<file path="src/rtl/cas_pkg.sv">
package cas_pkg;

  localparam int WFRAC = 14;
  localparam int QW    = 17;

  localparam logic [1:0] REG_NUM_CHANNELS = 2'd0;
  localparam logic [1:0] REG_MAP_WIDTH    = 2'd1;
  localparam logic [1:0] REG_MAP_HEIGHT   = 2'd2;

  typedef enum logic [6:0] {
    S_LOAD    = 7'b0000001,
    S_CHECK   = 7'b0000010,
    S_RDSUM   = 7'b0000100,
    S_DIVGO   = 7'b0001000,
    S_DIVWAIT = 7'b0010000,
    S_DRAIN   = 7'b0100000,
    S_MUL     = 7'b1000000
  } state_t;

  typedef struct packed {
    logic load;
    logic restart;
    logic set_zero;
    logic clr_zero;
    logic sum_rd;
    logic div_start;
    logic w_wr;
    logic wch_clr;
    logic wch_inc;
    logic rd_issue;
    logic mul;
    logic emit;
  } cmd_t;

  typedef struct packed {
    logic pos_last;
    logic total_zero;
    logic wch_last;
    logic div_done;
  } sts_t;

endpackage

</file>
<file path="src/rtl/cas_ctrl.sv">
module cas_ctrl (
  input  logic          clk,
  input  logic          rst,
  input  logic          start,
  input  logic          op,
  input  logic          cfg_fire,
  input  cas_pkg::sts_t sts,
  output cas_pkg::cmd_t cmd,
  output logic          busy
);

  cas_pkg::state_t state, state_next;
  logic            emit_phase, emit_phase_next;

  always_ff @(posedge clk) begin
    if (rst) begin
      state      <= cas_pkg::S_LOAD;
      emit_phase <= 1'b0;
    end else begin
      state      <= state_next;
      emit_phase <= emit_phase_next;
    end
  end

  always_comb begin
    state_next      = state;
    emit_phase_next = 1'b0;
    cmd             = '0;
    busy            = 1'b1;
    case (state)
      cas_pkg::S_LOAD: begin
        busy = 1'b0;
        if (start && !op) begin
          cmd.load = 1'b1;
          if (sts.pos_last) state_next = cas_pkg::S_CHECK;
        end
      end
      cas_pkg::S_CHECK: begin
        cmd.wch_clr = 1'b1;
        if (sts.total_zero) begin
          cmd.set_zero = 1'b1;
          state_next   = cas_pkg::S_DRAIN;
        end else begin
          cmd.clr_zero = 1'b1;
          state_next   = cas_pkg::S_RDSUM;
        end
      end
      cas_pkg::S_RDSUM: begin
        cmd.sum_rd = 1'b1;
        state_next = cas_pkg::S_DIVGO;
      end
      cas_pkg::S_DIVGO: begin
        cmd.div_start = 1'b1;
        state_next    = cas_pkg::S_DIVWAIT;
      end
      cas_pkg::S_DIVWAIT: begin
        if (sts.div_done) begin
          cmd.w_wr = 1'b1;
          if (sts.wch_last) begin
            state_next = cas_pkg::S_DRAIN;
          end else begin
            cmd.wch_inc = 1'b1;
            state_next  = cas_pkg::S_RDSUM;
          end
        end
      end
      cas_pkg::S_DRAIN: begin
        busy = 1'b0;
        if (start && op) begin
          cmd.rd_issue = 1'b1;
          state_next   = cas_pkg::S_MUL;
        end
      end
      cas_pkg::S_MUL: begin
        // With emit_phase low this state multiplies; with it high it rounds and emits the beat.
        if (!emit_phase) begin
          cmd.mul         = 1'b1;
          emit_phase_next = 1'b1;
        end else begin
          cmd.emit = 1'b1;
          if (sts.pos_last) begin
            cmd.restart = 1'b1;
            state_next  = cas_pkg::S_LOAD;
          end else begin
            state_next = cas_pkg::S_DRAIN;
          end
        end
      end
      default: begin
        state_next = cas_pkg::S_LOAD;
      end
    endcase
    if (cfg_fire) begin
      state_next      = cas_pkg::S_LOAD;
      emit_phase_next = 1'b0;
    end
  end

endmodule
</file>
<file path="config.mk">
export PLATFORM = sky130hd
export DESIGN_NAME = cas_ctrl
export DESIGN_NICKNAME = d
export VERILOG_FILES = /design/src/rtl/cas_pkg.sv /design/src/rtl/cas_ctrl.sv
export SDC_FILE = /design/constraint.sdc
export NUM_CORES = 1
export LEC_CHECK = 0
export BUFFER_PORTS_ARGS = -buffer_cell sky130_fd_sc_hd__buf_2
export CORE_ASPECT_RATIO = 1.5
export CORE_MARGIN = 4
export CORE_UTILIZATION = 23
export CTS_CLUSTER_SIZE = 16
export DETAILED_ROUTE_END_ITERATION = 16
export PLACE_DENSITY = 0.49
export SLEW_MARGIN = 20
export SYNTH_ARGS = -nofsm -noshare
export SYNTH_HDL_FRONTEND = slang
export SYNTH_SLANG_ARGS = --single-unit
</file>
<file path="constraint.sdc">
create_clock -name clk -period 3.7 [get_ports clk]
set_clock_uncertainty 0.1 [all_clocks]
set_input_delay 0.37 -clock clk [delete_from_list [all_inputs] [get_ports clk]]
set_output_delay 0.37 -clock clk [all_outputs]
set_load 0.05 [all_outputs]
</file>
==> impl_metrics.ini, run 1 <==
[route]
via_per_inst = 5.333
postRouteAntennaNets = 0
wl_um = 1594
drt_pre_antenna_iters = 4
drc = 0
wire_per_inst_um = 13.98
vias = 608
drt_iter0_drc = 22

[layout]
drive_gt1_frac = 0.3846
area_growth_syn_to_layout_pct = 28.67
fillers = 253
final_cell_mix = buf_2 (21), dfxtp_1 (8), nor2_1 (7)
final_common_cell = buf_2
diodes = 0
nNetsFinal = 102

[global_routing]
antenna_found_initial = 0
overflow = 0
grt_max_degree = 8
grt_pass1_vias = 581
grt_pass1_wl_um = 2504
grt_util_all_layers = 0.1062

[floorplan]
ioPinCount = 22
coreArea_sq_um = 2260
dieHeight_um = 67.65
die_area_sq_um = 3231
initial_core_util = 0.2414
die_w_um = 47.77
num_rows = 21

[place]
gp_congestion = 0.7767
io_buffers = 21
dpl.hpwl_um = 1299

[clock_tree]
cts_tree = done
clk_pin_slew_ps = 50
clock-sinks = 8
cts_hold_buf = 0
htreeDepth = 1
clk_path_buf_depth = 2
cts_resized = 0
cts_buffers = 3
insertion_delay_ps = 250
post-cts-setup-buffers = 0
cts_root_buffer = clkbuf_4

[synth]
synth.distinct_cells = 29
syn_area_sq_um = 545.5
synthAdderAreaFrac = 0
synth_xor_area_frac = 0
synth_enable_flop_cells = 0
syn_inst = 67
synth-main-ff-cell = dfxtp_1
ys_warn_count = 0
synthesis.nets = 76
synthArstFlopShare = 0
synth_compound_area_frac = 0.1720
ys_seq_area_frac = 0.2936
syn_area_per_cell_sq_um = 8.142
ys_ff_latch = 8
synth_top_family_by_area = simple AND/OR/NAND/NOR gates
synthMuxAreaShare = 0
synth_simple_gate_area_frac = 0.5206

[setup_path]
crit_fanout = 5
crit_arrival_ps = 2040
cp-start-kind = flop
endpoint_kind = output port
worst-setup-path-type = flop to output port
cp.required_ps = 3230

[sta]
final-setup-viol-count = 0
relSlewSlack = 0.5592
max_freq_mhz = 397.7
rsz0062_at_grt = no
post-route-period-util = 0.6796
worst_pin_slew_ps = 652.9
fin_setup_tns_ps = 0
finalHoldViolations = 0
period_needed_ps = 2515
slew_violations = 0

[power_and_ir_drop]
ir_drop_mv = 0.1363
power.density_nw_per_um2 = 263.7
leakage_uw = 0.0003236
power.total_uw = 185.1

[job]
maxCapViolCount = 0

[hold_path]
hp-class = input pin to flop

[run_status]
status = completed
==> flip-flops by register name, summed over array words and instances (netlist names) <==
name / cells
state: 7
emit_phase: 1
==> critical path, cell delays in order (launching register included) <==
cell     delay [ps]
dfxtp_1         330
or2_2           340
or4_1           480
nor2_1          210
and3_1          180
buf_2           260
==> worst paths after layout <==
kind / startpoint / end / slack, ps / cells past startpoint
setup / recovery: state[1]$_SDFFE_PP0P_ / cmd[10] / 1190 / 5
setup reg to reg: state[6]$_SDFFE_PP0P_ / state[0]$_SDFFE_PP1P_ / 1650 / 5
hold reg to reg: emit_phase$_SDFF_PP0_ / emit_phase$_SDFF_PP0_ / 530 / 2
hold / removal: cfg_fire / state[0]$_SDFFE_PP1P_ / 340 / 3
==> stage by stage <==
stage | setup WS (ps) | std cells | util | cell area [sq um] | hold WS (ps)
2_1_floorplan | 12.69 | 67 | - | 545.5 | 457.9
3_3_place_gp | 1508 | 111 | 0.3007 | 679.4 | 518.6
3_5_place_dp | 1464 | 111 | 0.3007 | 679.4 | 524.3
4_1_cts | 1181 | 114 | 0.3106 | 701.9 | 332.6
5_1_grt | 1083 | 114 | 0.3106 | 701.9 | 359.6
6_report | 1185 | 114 | 0.3106 | 701.9 | 336.2
==> final cells by class <==
cell class              count  area (sq um)  share of cell area
well taps                  23         28.78             0.04100
clock buffers               3         22.52             0.03209
inverters                   2         7.507             0.01070
multi-input cells          57         377.9              0.5383
flip-flops and latches      8         160.2              0.2282
repair buffers             21         105.1              0.1497
==> power by group <==
group	internal [uW]	total (uW)	switching, uW
sequential	87.4	88.9	1.53
combinational	11.8	31.7	20.0
clock	37.0	64.5	27.5
==> Yosys cell counts, types with 2 or more instances <==
master,count,share of area
and3_1,2,0.023
and3_2,2,0.028
or2b_2,2,0.032
nand2_1,2,0.014
and2_1,4,0.046
inv_1,2,0.014
or3_1,2,0.023
nand2b_1,3,0.034
or2_2,2,0.023
o21a_1,4,0.055
or4_1,2,0.028
nor2b_1,3,0.034
dfxtp_1,8,0.29
nor4_1,4,0.046
nor2_1,7,0.048
nor3_2,2,0.037
a21oi_1,3,0.028
nor3_1,2,0.018
==> per-layer routing <==
| layer | vias to the layer above | global-route usage | share of wire |
|---|---|---|---|
| li1 | 298 | - | - |
| met1 | 290 | 0.1171 | 0.39 |
| met2 | 16 | 0.1738 | 0.54 |
| met3 | 4 | 0.02133 | 0.047 |
| met4 | 0 | 0.07071 | 0.027 |
| met5 | - | 0 | 0 |
==> cells by family after synthesis <==
logic type      after synthesis
compound gates               13
simple gates                 44
buf+inv                       2
flops                         8
Power figures use the tool's default switching activity.
==> run 2: changes to the inputs <==
==> constraint.sdc (replaced) <==
create_clock -name clk -period 2.5 [get_ports clk]
set_clock_uncertainty 0.1 [all_clocks]
set_input_delay 0.25 -clock clk [delete_from_list [all_inputs] [get_ports clk]]
set_output_delay 0.25 -clock clk [all_outputs]
set_load 0.05 [all_outputs]
==> run 2 against run 1 <==
Via count down 0.33%. Register-to-register slack worse by 1300 ps. Critical path type unchanged. Non-clock buffer count unchanged. Largest cell class unchanged.
==> impl_metrics.ini, run 2 (synthesized netlist as in run 1, its figures left out) <==
[layout]
nNetsFinal = 102
final_util = 0.3278
fin_cells = 114
largest_registers = state: 7 flops, emit_phase: 1 flops
largest_reg_flops = 7
diodes = 0
final_common_cell = buf_2
drive_gt1_frac = 0.4505
area_growth_syn_to_layout_pct = 35.78
fillers = 255
largest-register = state
final_cell_mix = buf_2 (19), dfxtp_1 (8), nor2_1 (6)

[clock_tree]
post-cts-setup-buffers = 0
cts_buffers = 3
cts_tree = done
cts_root_buffer = clkbuf_4
cts_resized = 0
clock-sinks = 8
htreeDepth = 1
insertion_delay_ps = 260
cts_hold_buf = 0
clk_path_buf_depth = 2
clk_pin_slew_ps = 60

[setup_path]
r2r_slack_ps = 400
crit_path_start = state[1]$_SDFFE_PP0P_
endpoint = cmd[10]
cp-start-kind = flop
endpoint_kind = output port
worstReg2RegEnd = state[0]$_SDFFE_PP1P_
crit_fanout = 5
worst-setup-path-type = flop to output port
r2r_cells = 5
crit_arrival_ps = 1970
timing.rr.start = state[6]$_SDFFE_PP0P_
cp.required_ps = 2150

[power_and_ir_drop]
switching_share = 0.2848
seq_power_share = 0.465
clockPowerShare = 0.364
leakage_uw = 0.0003249
power_switching_uw = 80.58
ir_drop_mv = 0.1955
comb_power_share = 0.172
power.density_nw_per_um2 = 381.9
p_int_uw = 202.3
power.total_uw = 282.9

[global_routing]
grt_pass1_wl_um = 2283
grt_util_all_layers = 0.09704
grt_max_degree = 8
antenna_found_initial = 0
overflow = 0
grt_pass1_vias = 554

[sta]
rsz0062_at_grt = no
final-setup-viol-count = 0
post-route-period-util = 0.9288
worst_pin_slew_ps = 862.2
slew_violations = 0
finalHoldViolations = 0
relSlewSlack = 0.4179
max_freq_mhz = 430.7
period_needed_ps = 2322
fin_setup_tns_ps = 0
timing.hold.ws_ps = 192.6

[route]
drt_pre_antenna_iters = 4
wire_per_inst_um = 12.78
vias = 606
via_per_inst = 5.316
drc = 0
drt_iter0_drc = 22
wl_um = 1457
postRouteAntennaNets = 0

[floorplan]
coreArea_sq_um = 2260
die_area_sq_um = 3231
ioPinCount = 22
initial_core_util = 0.2414
dieHeight_um = 67.65
num_rows = 21
die_w_um = 47.77

[place]
io_buffers = 21
gp_congestion = 0.7407
dpl.hpwl_um = 1195
dp.cells = 111

[job]
maxCapViolCount = 0

[run_status]
status = completed

[hold_path]
hp-class = input pin to flop
==> run 2: cell types whose count changed in the layout (fill, tap and decap cells not counted), sizes merged <==
| cell | change |
|---|---|
| buf | -2 |
| clkbuf | +2 |
==> run 2: power groups by stage <==
stage,Sequential (uW),Clock [uW],Combinational [uW]
after floorplan,134,0,32.1
after global placement,134,0,48.8
after detailed placement,134,0,48.5
after CTS,131,106,48.8
after global routing,132,111,52.6
final,131,103,48.5
==> run 2: layout make-up <==
type,count,area (sq um),area share
timing repair buffer,21,110.1,0.1486
inverter,2,7.507,0.01014
multi-input combinational,57,411.6,0.5557
sequential,8,160.2,0.2162
tap,23,28.78,0.03885
clock buffer,3,22.52,0.03041
==> run 2: metal layers <==
| layer | share of wire | global-route usage | vias to the layer above |
|---|---|---|---|
| met3 | 0.060 | 0.008000 | 4 |
| met5 | 0 | 0 | - |
| met2 | 0.48 | 0.1556 | 25 |
| met4 | 0.030 | 0.07071 | 0 |
| li1 | - | - | 299 |
| met1 | 0.43 | 0.1139 | 278 |
==> run 2: critical path, stage by stage (launching register included) <==
cell and delay, ps:
dfxtp_1 330, or2_2 340, or4_1 490, nor2_2 170, and3_1 160, clkbuf_4 220
==> run 2: worst min path at each step <==
| stage | end | start | slack (ps) | depth (start not counted) |
|---|---|---|---|---|
| 2_1_floorplan | state[2]$_SDFFE_PP0P_ | sts[1] | 340 | 3 |
| 3_3_place_gp | state[0]$_SDFFE_PP1P_ | cfg_fire | 460 | 3 |
| 3_5_place_dp | state[0]$_SDFFE_PP1P_ | cfg_fire | 460 | 3 |
| 4_1_cts | state[0]$_SDFFE_PP1P_ | cfg_fire | 190 | 3 |
| 5_1_grt | state[0]$_SDFFE_PP1P_ | rst | 210 | 3 |
| 6_report | state[0]$_SDFFE_PP1P_ | cfg_fire | 190 | 3 |
==> run 2: through the flow <==
stage,area (sq um),setup WS [ps]
after global placement,710.7,395.6
final,740.7,178.0
after CTS,733.2,107.4
after floorplan,576.8,98.53
after global routing,740.7,50.66
after detailed placement,710.7,383.6
